### config.mk
export PLATFORM = sky130hd
export DESIGN_NAME = touch_gesture_recognizer
export DESIGN_NICKNAME = d
export VERILOG_FILES = /design/src/sv/tgr_pkg.sv /design/src/sv/tgr_slot_mem.sv /design/src/sv/tgr_dist.sv /design/src/sv/tgr_emit.sv /design/src/sv/touch_gesture_recognizer.sv
export SDC_FILE = /design/constraint.sdc
export NUM_CORES = 2
export LEC_CHECK = 0
export ABC_CLOCK_PERIOD_IN_PS = 17200
export BUFFER_PORTS_ARGS = -buffer_cell sky130_fd_sc_hd__buf_2
export CORE_MARGIN = 4
export CORE_UTILIZATION = 51
export DETAILED_ROUTE_END_ITERATION = 12
export PLACE_DENSITY = 0.67
export SKIP_CTS_REPAIR_TIMING = 1
export SLEW_MARGIN = 15
export SYNTH_ARGS = -nofsm -noshare
export SYNTH_HDL_FRONTEND = slang
export SYNTH_HIERARCHICAL = 1
export SYNTH_SLANG_ARGS = --single-unit
### constraint.sdc
create_clock -name clock -period 17.2 [get_ports clock]
set_input_delay 0 -clock clock [delete_from_list [all_inputs] [get_ports clock]]
set_output_delay 0 -clock clock [all_outputs]
set_load 0.01 [all_outputs]
### src/sv/tgr_pkg.sv
// ----------------------------------------------------------------------------
// Touch gesture recognizer package
// Shared types, command and event codes, register indexes and helpers.
// ----------------------------------------------------------------------------
`default_nettype none

package tgr_pkg;

   localparam logic [2:0] CMD_DOWN   = 3'd0;
   localparam logic [2:0] CMD_MOVE   = 3'd1;
   localparam logic [2:0] CMD_UP     = 3'd2;
   localparam logic [2:0] CMD_CANCEL = 3'd3;
   localparam logic [2:0] CMD_SCROLL = 3'd4;
   localparam logic [2:0] CMD_TICK   = 3'd5;

   localparam logic [2:0] EV_HOVER_MOVE   = 3'd0;
   localparam logic [2:0] EV_POINTER_DOWN = 3'd1;
   localparam logic [2:0] EV_POINTER_UP   = 3'd2;
   localparam logic [2:0] EV_TAP          = 3'd3;
   localparam logic [2:0] EV_PAN_BEGIN    = 3'd4;
   localparam logic [2:0] EV_PAN_MOVE     = 3'd5;
   localparam logic [2:0] EV_LONG_PRESS   = 3'd6;
   localparam logic [2:0] EV_SCROLL       = 3'd7;

   localparam logic [1:0] CSR_PAN_THRESHOLD    = 2'd0;
   localparam logic [1:0] CSR_TAP_DISTANCE     = 2'd1;
   localparam logic [1:0] CSR_TAP_TIMEOUT      = 2'd2;
   localparam logic [1:0] CSR_LONG_PRESS_DELAY = 2'd3;

   localparam logic [11:0] PAN_THRESHOLD_RST    = 12'd160;
   localparam logic [11:0] TAP_DISTANCE_RST     = 12'd160;
   localparam logic [15:0] TAP_TIMEOUT_RST      = 16'd300;
   localparam logic [15:0] LONG_PRESS_DELAY_RST = 16'd500;

   typedef enum logic [1:0] {
      ST_IDLE,
      ST_SCAN,
      ST_DRAIN
   } state_type;

   typedef struct packed {
      logic [2:0]         command;
      logic [3:0]         pointer_id;
      logic signed [15:0] pos_x;
      logic signed [15:0] pos_y;
      logic [31:0]        time_ms;
      logic signed [15:0] wheel_x;
      logic signed [15:0] wheel_y;
   } req_type;

   typedef struct packed {
      logic [2:0]         event_kind;
      logic [3:0]         out_pointer;
      logic signed [15:0] out_x;
      logic signed [15:0] out_y;
      logic [31:0]        out_time;
      logic signed [15:0] out_wheel_x;
      logic signed [15:0] out_wheel_y;
      logic               last_event;
   } rsp_type;

   typedef struct packed {
      logic signed [15:0] press_x;
      logic signed [15:0] press_y;
      logic signed [15:0] latest_x;
      logic signed [15:0] latest_y;
      logic [31:0]        press_time;
   } slot_entry_type;

   typedef struct packed {
      logic [3:0]     pointer;
      slot_entry_type entry;
      logic           el_lt_tap;
      logic           el_ge_lp;
   } stage_type;

   function automatic rsp_type make_event(input logic [2:0] kind, input logic [3:0] ptr,
                                          input logic signed [15:0] x,
                                          input logic signed [15:0] y,
                                          input logic [31:0] t);
      rsp_type ev;
      ev             = '0;
      ev.event_kind  = kind;
      ev.out_pointer = ptr;
      ev.out_x       = x;
      ev.out_y       = y;
      ev.out_time    = t;
      return ev;
   endfunction

endpackage

`default_nettype wire

### src/sv/tgr_slot_mem.sv
// ----------------------------------------------------------------------------
// Slot memory
// Per-pointer press and latest positions and press time, one read and one
// write port, registered read data.
// ----------------------------------------------------------------------------
`default_nettype none

module tgr_slot_mem import tgr_pkg::*; #(
   parameter int DEPTH = 16,
   parameter int AW    = 4
) (
   input  logic           clock,
   input  logic           wr_en,
   input  logic [AW-1:0]  wr_addr,
   input  slot_entry_type wr_data,
   input  logic [AW-1:0]  rd_addr,
   output slot_entry_type rd_data
);

   slot_entry_type slot_mem [DEPTH];
   slot_entry_type rd_data_ff;

   always_ff @(posedge clock) begin
      if (wr_en) begin
         slot_mem[wr_addr] <= wr_data;
      end
   end

   always_ff @(posedge clock) begin
      rd_data_ff <= slot_mem[rd_addr];
   end

   assign rd_data = rd_data_ff;

endmodule

`default_nettype wire

### src/sv/tgr_dist.sv
// ----------------------------------------------------------------------------
// Distance pipeline
// Three-stage squared distance with threshold compares: difference, square,
// then sum and compare against the squared thresholds.
// ----------------------------------------------------------------------------
`default_nettype none

module tgr_dist import tgr_pkg::*; (
   input  logic               clock,
   input  logic signed [15:0] cur_x,
   input  logic signed [15:0] cur_y,
   input  logic signed [15:0] ref_x,
   input  logic signed [15:0] ref_y,
   input  logic [11:0]        pan_threshold,
   input  logic [11:0]        tap_distance,
   output logic               gt_pan,
   output logic               lt_tap
);

   logic signed [16:0] dx_ff, dy_ff, dx_in, dy_in;
   logic [31:0]        prod_x, prod_y;
   logic [31:0]        sqx_ff, sqy_ff;
   logic [32:0]        sum;
   logic [23:0]        pan_sq_ff, tap_sq_ff;
   logic               gt_pan_ff, lt_tap_ff;

   assign dx_in  = {cur_x[15], cur_x} - {ref_x[15], ref_x};
   assign dy_in  = {cur_y[15], cur_y} - {ref_y[15], ref_y};
   assign prod_x = 32'(dx_ff) * 32'(dx_ff);
   assign prod_y = 32'(dy_ff) * 32'(dy_ff);
   assign sum    = {1'b0, sqx_ff} + {1'b0, sqy_ff};

   always_ff @(posedge clock) begin
      pan_sq_ff <= 24'(pan_threshold) * 24'(pan_threshold);
      tap_sq_ff <= 24'(tap_distance) * 24'(tap_distance);
      dx_ff     <= dx_in;
      dy_ff     <= dy_in;
      sqx_ff    <= prod_x;
      sqy_ff    <= prod_y;
      gt_pan_ff <= sum > {9'd0, pan_sq_ff};
      lt_tap_ff <= sum < {9'd0, tap_sq_ff};
   end

   assign gt_pan = gt_pan_ff;
   assign lt_tap = lt_tap_ff;

endmodule

`default_nettype wire

### src/sv/tgr_emit.sv
// ----------------------------------------------------------------------------
// Event emitter
// Holds one pending event so that the final event of a transaction can be
// marked, and drives the registered result strobe and payload.
// ----------------------------------------------------------------------------
`default_nettype none

module tgr_emit import tgr_pkg::*; (
   input  logic    clock,
   input  logic    reset,
   input  logic    ev_a_vld,
   input  rsp_type ev_a,
   input  logic    ev_b_vld,
   input  rsp_type ev_b,
   input  logic    flush,
   output logic    rsp_valid,
   output rsp_type rsp_data
);

   logic    out_vld_ff, out_vld_in, pend_vld_ff, pend_vld_in;
   rsp_type out_ff, out_in, pend_ff, pend_in;

   always_comb begin
      out_vld_in  = 1'b0;
      out_in      = pend_ff;
      pend_vld_in = pend_vld_ff;
      pend_in     = pend_ff;
      if (ev_a_vld) begin
         pend_vld_in = 1'b1;
         if (pend_vld_ff) begin
            out_vld_in        = 1'b1;
            out_in.last_event = 1'b0;
            pend_in           = ev_a;
         end else if (ev_b_vld) begin
            out_vld_in        = 1'b1;
            out_in            = ev_a;
            out_in.last_event = 1'b0;
            pend_in           = ev_b;
         end else begin
            pend_in = ev_a;
         end
      end else if (flush && pend_vld_ff) begin
         out_vld_in        = 1'b1;
         out_in.last_event = 1'b1;
         pend_vld_in       = 1'b0;
      end
   end

   always_ff @(posedge clock) begin
      if (reset) begin
         out_vld_ff  <= 1'b0;
         pend_vld_ff <= 1'b0;
      end else begin
         out_vld_ff  <= out_vld_in;
         pend_vld_ff <= pend_vld_in;
      end
   end

   always_ff @(posedge clock) begin
      out_ff  <= out_in;
      pend_ff <= pend_in;
   end

   assign rsp_valid = out_vld_ff;
   assign rsp_data  = out_ff;

   a_pair_alone: assert property (@(posedge clock) disable iff (reset)
      ev_b_vld |-> (ev_a_vld && !pend_vld_ff))
      else $error("Second event arrived without a first or with one pending.");

   a_flush_quiet: assert property (@(posedge clock) disable iff (reset)
      flush |-> !ev_a_vld)
      else $error("Flush coincided with a new event.");

endmodule

`default_nettype wire

### src/sv/touch_gesture_recognizer.sv
// ----------------------------------------------------------------------------
// Touch gesture recognizer
// Per-pointer tap, pan and long-press detection over a slot memory.
// ----------------------------------------------------------------------------
// A transaction is taken when start is high and busy is low. Busy stays high
// until the pipeline has drained. Down, move, up, cancel and scroll issue a
// single slot read; a tick reads the slot memory one slot per cycle, and each
// read then passes the difference, square and compare stages of the pipeline.
// Results follow on rsp_valid, with last_event set on the final result of the
// transaction. The result channel cannot be stalled. Configuration writes
// are always ready and are meant to be made while busy is low.
`default_nettype none

module touch_gesture_recognizer import tgr_pkg::*; #(
   parameter int MAX_POINTERS = 16
) (
   input  logic        clock,
   input  logic        reset,
   input  logic        start,
   output logic        busy,
   input  req_type     req_data,
   output logic        rsp_valid,
   output rsp_type     rsp_data,
   input  logic        csr_valid,
   output logic        csr_ready,
   input  logic [1:0]  csr_index,
   input  logic [15:0] csr_data
);

   localparam int SLOT_W = (MAX_POINTERS > 1) ? $clog2(MAX_POINTERS) : 1;

   logic [11:0] pan_threshold_ff, tap_distance_ff;
   logic [15:0] tap_timeout_ff, long_press_delay_ff;

   state_type   state_ff, state_in;
   req_type     req_ff;
   logic        ok_ff, in_ok, take, is_tick, issue_vld, flush, pipe_busy;
   logic [SLOT_W-1:0] cnt_ff, cnt_in, single_slot_ff, iss_slot;
   logic [3:0]        iss_ptr;

   logic v1_ff, v2_ff, v3_ff, v4_ff;
   logic [SLOT_W-1:0] p1_slot_ff, p2_slot_ff, p3_slot_ff, p4_slot_ff;
   logic [3:0]        p1_ptr_ff;
   stage_type         p2_ff, p3_ff, p4_ff, p2_in;

   slot_entry_type rd_data, wr_data;
   logic           wr_en;
   logic [31:0]    elapsed;
   logic signed [15:0] cur_x, cur_y;
   logic           gt_pan, lt_tap;

   logic [MAX_POINTERS-1:0] present_ff, active_ff, armed_ff, pan_ff;
   logic [MAX_POINTERS-1:0] present_in, active_in, armed_in, pan_in;
   logic    pres4, begin_pan;
   logic    ev_a_vld, ev_b_vld;
   rsp_type ev_a, ev_b;

   // Configuration registers.
   assign csr_ready = 1'b1;

   always_ff @(posedge clock) begin
      if (reset) begin
         pan_threshold_ff    <= PAN_THRESHOLD_RST;
         tap_distance_ff     <= TAP_DISTANCE_RST;
         tap_timeout_ff      <= TAP_TIMEOUT_RST;
         long_press_delay_ff <= LONG_PRESS_DELAY_RST;
      end else if (csr_valid && csr_ready) begin
         case (csr_index)
            CSR_PAN_THRESHOLD:    pan_threshold_ff    <= csr_data[11:0];
            CSR_TAP_DISTANCE:     tap_distance_ff     <= csr_data[11:0];
            CSR_TAP_TIMEOUT:      tap_timeout_ff      <= csr_data;
            CSR_LONG_PRESS_DELAY: long_press_delay_ff <= csr_data;
            default: ;
         endcase
      end
   end

   // Sequencer.
   assign busy      = (state_ff != ST_IDLE);
   assign take      = start && !busy;
   assign is_tick   = (req_ff.command == CMD_TICK);
   assign pipe_busy = v1_ff || v2_ff || v3_ff || v4_ff;
   assign in_ok     = int'(req_data.pointer_id) < MAX_POINTERS;

   always_comb begin
      state_in = state_ff;
      case (state_ff)
         ST_IDLE: begin
            if (start) begin
               state_in = ST_SCAN;
            end
         end
         ST_SCAN: begin
            if (!is_tick || cnt_ff == SLOT_W'(MAX_POINTERS - 1)) begin
               state_in = ST_DRAIN;
            end
         end
         ST_DRAIN: begin
            if (!pipe_busy) begin
               state_in = ST_IDLE;
            end
         end
         default: state_in = ST_IDLE;
      endcase
   end

   always_comb begin
      issue_vld = 1'b0;
      flush     = 1'b0;
      case (state_ff)
         ST_SCAN:  issue_vld = 1'b1;
         ST_DRAIN: flush     = !pipe_busy;
         default: ;
      endcase
   end

   always_comb begin
      cnt_in = cnt_ff;
      if (take) begin
         cnt_in = '0;
      end else if (issue_vld) begin
         cnt_in = cnt_ff + SLOT_W'(1);
      end
   end

   assign iss_slot = is_tick ? cnt_ff : single_slot_ff;
   assign iss_ptr  = is_tick ? 4'(cnt_ff) : req_ff.pointer_id;

   always_ff @(posedge clock) begin
      if (reset) begin
         state_ff <= ST_IDLE;
         cnt_ff   <= '0;
         v1_ff    <= 1'b0;
         v2_ff    <= 1'b0;
         v3_ff    <= 1'b0;
         v4_ff    <= 1'b0;
      end else begin
         state_ff <= state_in;
         cnt_ff   <= cnt_in;
         v1_ff    <= issue_vld;
         v2_ff    <= v1_ff;
         v3_ff    <= v2_ff;
         v4_ff    <= v3_ff;
      end
   end

   always_ff @(posedge clock) begin
      if (take) begin
         req_ff         <= req_data;
         ok_ff          <= in_ok || (req_data.command == CMD_TICK);
         single_slot_ff <= in_ok ? SLOT_W'(req_data.pointer_id) : '0;
      end
   end

   // Slot memory and the stages behind its read port.
   tgr_slot_mem #(
      .DEPTH (MAX_POINTERS),
      .AW    (SLOT_W)
   ) u_mem (
      .clock   (clock),
      .wr_en   (wr_en),
      .wr_addr (p4_slot_ff),
      .wr_data (wr_data),
      .rd_addr (iss_slot),
      .rd_data (rd_data)
   );

   assign elapsed = req_ff.time_ms - rd_data.press_time;
   assign cur_x   = is_tick ? rd_data.latest_x : req_ff.pos_x;
   assign cur_y   = is_tick ? rd_data.latest_y : req_ff.pos_y;

   always_comb begin
      p2_in.pointer   = p1_ptr_ff;
      p2_in.entry     = rd_data;
      p2_in.el_lt_tap = elapsed < {16'd0, tap_timeout_ff};
      p2_in.el_ge_lp  = elapsed >= {16'd0, long_press_delay_ff};
   end

   always_ff @(posedge clock) begin
      p1_slot_ff <= iss_slot;
      p1_ptr_ff  <= iss_ptr;
      p2_slot_ff <= p1_slot_ff;
      p3_slot_ff <= p2_slot_ff;
      p4_slot_ff <= p3_slot_ff;
      p2_ff      <= p2_in;
      p3_ff      <= p2_ff;
      p4_ff      <= p3_ff;
   end

   tgr_dist u_dist (
      .clock         (clock),
      .cur_x         (cur_x),
      .cur_y         (cur_y),
      .ref_x         (rd_data.press_x),
      .ref_y         (rd_data.press_y),
      .pan_threshold (pan_threshold_ff),
      .tap_distance  (tap_distance_ff),
      .gt_pan        (gt_pan),
      .lt_tap        (lt_tap)
   );

   // Commit stage: flag updates, write-back and events.
   assign pres4     = present_ff[p4_slot_ff] && ok_ff;
   assign begin_pan = gt_pan && !pan_ff[p4_slot_ff];

   always_comb begin
      present_in = present_ff;
      active_in  = active_ff;
      armed_in   = armed_ff;
      pan_in     = pan_ff;
      wr_en      = 1'b0;
      wr_data    = p4_ff.entry;
      ev_a_vld   = 1'b0;
      ev_b_vld   = 1'b0;
      ev_a       = make_event(EV_POINTER_UP, p4_ff.pointer, req_ff.pos_x, req_ff.pos_y,
                              req_ff.time_ms);
      ev_b       = ev_a;
      if (v4_ff) begin
         case (req_ff.command)
            CMD_DOWN: begin
               ev_a_vld = 1'b1;
               ev_a.event_kind = EV_POINTER_DOWN;
               if (ok_ff) begin
                  present_in[p4_slot_ff] = 1'b1;
                  active_in[p4_slot_ff]  = 1'b1;
                  armed_in[p4_slot_ff]   = 1'b1;
                  wr_en                  = 1'b1;
                  wr_data.press_x        = req_ff.pos_x;
                  wr_data.press_y        = req_ff.pos_y;
                  wr_data.latest_x       = req_ff.pos_x;
                  wr_data.latest_y       = req_ff.pos_y;
                  wr_data.press_time     = req_ff.time_ms;
               end
            end
            CMD_MOVE: begin
               if (!pres4 || !active_ff[p4_slot_ff]) begin
                  ev_a_vld = 1'b1;
                  ev_a.event_kind = EV_HOVER_MOVE;
               end else if (begin_pan) begin
                  pan_in[p4_slot_ff] = 1'b1;
                  ev_a_vld = 1'b1;
                  ev_a = make_event(EV_PAN_BEGIN, p4_ff.pointer, p4_ff.entry.press_x,
                                    p4_ff.entry.press_y, req_ff.time_ms);
                  ev_b_vld = 1'b1;
                  ev_b.event_kind = EV_PAN_MOVE;
               end else if (pan_ff[p4_slot_ff]) begin
                  ev_a_vld = 1'b1;
                  ev_a.event_kind = EV_PAN_MOVE;
               end
               if (pres4) begin
                  wr_en            = 1'b1;
                  wr_data.latest_x = req_ff.pos_x;
                  wr_data.latest_y = req_ff.pos_y;
               end
            end
            CMD_UP: begin
               if (pres4) begin
                  ev_a_vld = 1'b1;
                  if (p4_ff.el_lt_tap && lt_tap) begin
                     ev_a.event_kind = EV_TAP;
                     ev_b_vld = 1'b1;
                  end
                  present_in[p4_slot_ff] = 1'b0;
                  active_in[p4_slot_ff]  = 1'b0;
                  armed_in[p4_slot_ff]   = 1'b0;
               end
               if (ok_ff) begin
                  pan_in[p4_slot_ff] = 1'b0;
               end
            end
            CMD_CANCEL: begin
               if (pres4) begin
                  active_in[p4_slot_ff] = 1'b0;
               end
            end
            CMD_SCROLL: begin
               ev_a_vld = 1'b1;
               ev_a.event_kind  = EV_SCROLL;
               ev_a.out_wheel_x = req_ff.wheel_x;
               ev_a.out_wheel_y = req_ff.wheel_y;
            end
            CMD_TICK: begin
               if (present_ff[p4_slot_ff] && active_ff[p4_slot_ff] &&
                   armed_ff[p4_slot_ff] && lt_tap && p4_ff.el_ge_lp) begin
                  ev_a_vld = 1'b1;
                  ev_a = make_event(EV_LONG_PRESS, p4_ff.pointer, p4_ff.entry.press_x,
                                    p4_ff.entry.press_y, req_ff.time_ms);
                  armed_in[p4_slot_ff] = 1'b0;
               end
            end
            default: ;
         endcase
      end
   end

   always_ff @(posedge clock) begin
      if (reset) begin
         present_ff <= '0;
         active_ff  <= '0;
         armed_ff   <= '0;
         pan_ff     <= '0;
      end else begin
         present_ff <= present_in;
         active_ff  <= active_in;
         armed_ff   <= armed_in;
         pan_ff     <= pan_in;
      end
   end

   tgr_emit u_emit (
      .clock     (clock),
      .reset     (reset),
      .ev_a_vld  (ev_a_vld),
      .ev_a      (ev_a),
      .ev_b_vld  (ev_b_vld),
      .ev_b      (ev_b),
      .flush     (flush),
      .rsp_valid (rsp_valid),
      .rsp_data  (rsp_data)
   );

   a_idle_empty: assert property (@(posedge clock) disable iff (reset)
      (state_ff == ST_IDLE) |-> !pipe_busy)
      else $error("Pipeline holds work while the sequencer is idle.");

   a_take_busy: assert property (@(posedge clock) disable iff (reset)
      take |=> busy)
      else $error("Accepted transaction did not raise busy.");

   a_flags_held: assert property (@(posedge clock) disable iff (reset)
      ((active_ff & ~present_ff) == '0) && ((armed_ff & ~present_ff) == '0))
      else $error("Active or armed flag set on an absent slot.");

endmodule

`default_nettype wire

==> qor.txt <==
Worst Path Max Fanout = 19
Tcrit/Tclk final = 40.8%
Die Width = 494 um
Die Span Y = 494 um
DR vias = 67800
Core Util, Final = 58.0%
Synth warnings = 6
initial core utilization = 51.2%
CTS tree = yes
worst path required time = 18.00 ns
Hold Path Class = in2reg
P&R area growth vs syn = 13.1%
async set-reset flop share out of synthesis = 0%
fin. max-slew vios = 0
post-layout minimum cycle time = 7.02 ns
initial antenna violation count = 12
max-slew headroom at the worst pin = 20.5%
routability cong. = 0.883
ys flop type = edfxtp_1
clock root buffer = clkbuf_16
DP Wirelength = 171000 um
Yosys cell types = 94
Clock transition at path regs = 0.06 ns
commonest non-fill, non-tap cell in the layout = edfxtp_1
Bufs on Longest Clock Path = 4
setup TNS = 0 ns
Fmax = 0.142 GHz
Arrival @ worst endpoint = 7.82 ns
drt via density = 5.60
status = complete, no violations
DRT Pass-1 Iters = 6
die area = 244000 um2
most frequent cells in the layout = edfxtp_1, inv_1, dfxtp_1
post-synthesis sequential area ratio = 56.5%
core area = 235000 um2
R2R Setup Slk = 10.18 ns
row count = 178
RSZ-0062 raised after global routing = no
drt wl/cell = 23.7 um
Clock Sink Count = 2529
post-route clock skew = 0.0918 ns
first-pass GRT wire length = 430000 um
CP startpoint kind = flip-flop
register bit count reported by yosys = 2529
Cells after Synth = 8224
DRT Wirelength = 287000 um
residual DRC count = 0
crit path capture type = flip-flop
mapped cell area = 121000 um2
Initial DRC Count = 5866
Layout Nets = 10000
worst-margin pin slew = 1.18 ns
Final setup viols = 0
Max-cap violations = 0
clk_lat worst skew = 0.92 ns
H-tree lvl count = 5
CTS buffer count = 278
largest net degree at the start of global routing = 136
IO Count = 232
final hold vios = 0
vias in the first global route = 69900
total gr overflow = 0
global-route total usage across every layer = 23.2%
layout cells sized above 1 = 16.7%
Port Buffers = 230
antenna violation net count after detailed routing = 0
Avg Cell Area, Syn = 14.7 um2
type of the worst setup path = reg2reg
Post-synth EDFFs = 1743
[state kept, by name (all words and copies together) (netlist names), 17 cells and up]
register          count
u_emit/pend_ff      104
u_dist/sqx_ff        31
u_dist/dy_ff         17
ev_b                 68
req_ff               35
p4_ff                98
u_dist/dx_ff         17
u_emit/rsp_data     104
u_dist/pan_sq_ff     23
p3_ff               102
u_mem/slot_mem     1536
u_mem/rd_data        96
u_dist/sqy_ff        31
u_dist/tap_sq_ff     23
p2_ff               102
[cell usage after synthesis, types with 18 or more instances]
library cell	number	area share, %
buf_2	23	0.096
ha_1	455	4.7
nor2_1	201	0.63
inv_1	1045	3.3
nand3_1	50	0.21
nand4_1	23	0.12
and2_1	236	1.2
dfxtp_1	786	13
edfxtp_1	1743	43
mux2_4	130	1.6
mux4_2	398	7.4
buf_6	32	0.30
a21o_1	70	0.44
nand2_1	607	1.9
a21oi_1	261	1.1
a211oi_1	60	0.37
xnor2_1	154	1.1
buf_4	26	0.16
mux2_2	212	2.0
fa_1	671	11
nor3_1	51	0.21
buf_1	29	0.090
clkbuf_1	181	0.56
o21a_1	37	0.23
and3_1	18	0.093
nand2b_1	35	0.18
o21ai_0	123	0.51
a22oi_1	196	1.2
nor2b_1	63	0.33
xor2_1	51	0.37
[metal layers]
layer  share of wire, %  vias to the layer above  GRT usage [%]
li1                   -                    30100              -
met1                 42                    35000           32.5
met2                 49                     2276           38.4
met3                6.5                      472           3.41
met4                2.7                        2           6.38
met5             0.0056                        -              0
[critical path, cell delays in order (launching register included)]
cell and delay, ns:
dfxtp_1 0.90, nand2_1 0.26, fa_1 0.56, inv_1 0.05, fa_1 0.46, fa_1 0.52, fa_1 0.52, fa_1 0.55
inv_1 0.06, fa_1 0.57, inv_1 0.06, ha_1 0.38, a21oi_1 0.21, nand2_1 0.10, a2111oi_1 0.50, o211ai_1 0.23
and3_1 0.22, nor4_1 0.37, o21bai_1 0.13, a21oi_1 0.18, xnor2_1 0.13
[metrics by stage]
| stage | instance area, um2 | setup slack [ns] | hold slack, ns | std cells |
|---|---|---|---|---|
| 4_1_cts | 134000 | 10.20 | -0.820 | 11900 |
| 6_report | 136000 | 10.18 | 0.0282 | 12100 |
| 3_5_place_dp | 125000 | 10.19 | 0.178 | 11400 |
| 2_1_floorplan | 121000 | 7.69 | 0.0691 | 8257 |
| 3_3_place_gp | 125000 | 10.29 | 0.176 | 11400 |
| 5_1_grt | 136000 | 9.67 | -0.00846 | 12100 |
[cells by family (layout without fill, tap and decap cells)]
kind of cell               after synthesis  after routing  share of synthesized area (%)
other                                    2             44                        0.00623
buffers and inverters                 1351           2059                           4.67
AOI/OAI and AO/OA                      892            892                           4.86
xor gates and xnor gates               205            205                           1.49
DFF                                   2529           2529                           56.5
and+or+nand+nor                       1369           1369                           5.41
adders and majority gates             1126           1126                           15.9
muxes                                  750            750                           11.2
[layout make-up]
class                   count  area, um2
clock inverters            93       1040
repair buffers            530       4250
diodes                      9       22.5
inverters                1046       3930
fillers                 18200      98900
well taps                3150       3940
clock buffers             390       7900
flip-flops and latches   2529      68100
multi-input cells        4377      47200
[final timing paths]
path / start / end / cells past startpoint
setup reg to reg: u_dist/dx_ff[5] / u_dist/sqx_ff[31] / 20
setup / recovery: u_dist/dx_ff[5] / u_dist/sqx_ff[31] / 20
hold / removal: csr_data[9] / pan_threshold_ff[9] / 4
hold reg to reg: p2_ff[23] / p3_ff[23] / 0
Power is not shown: default switching activity piles up to over one toggle a cycle in this logic, so the estimate is an artifact.
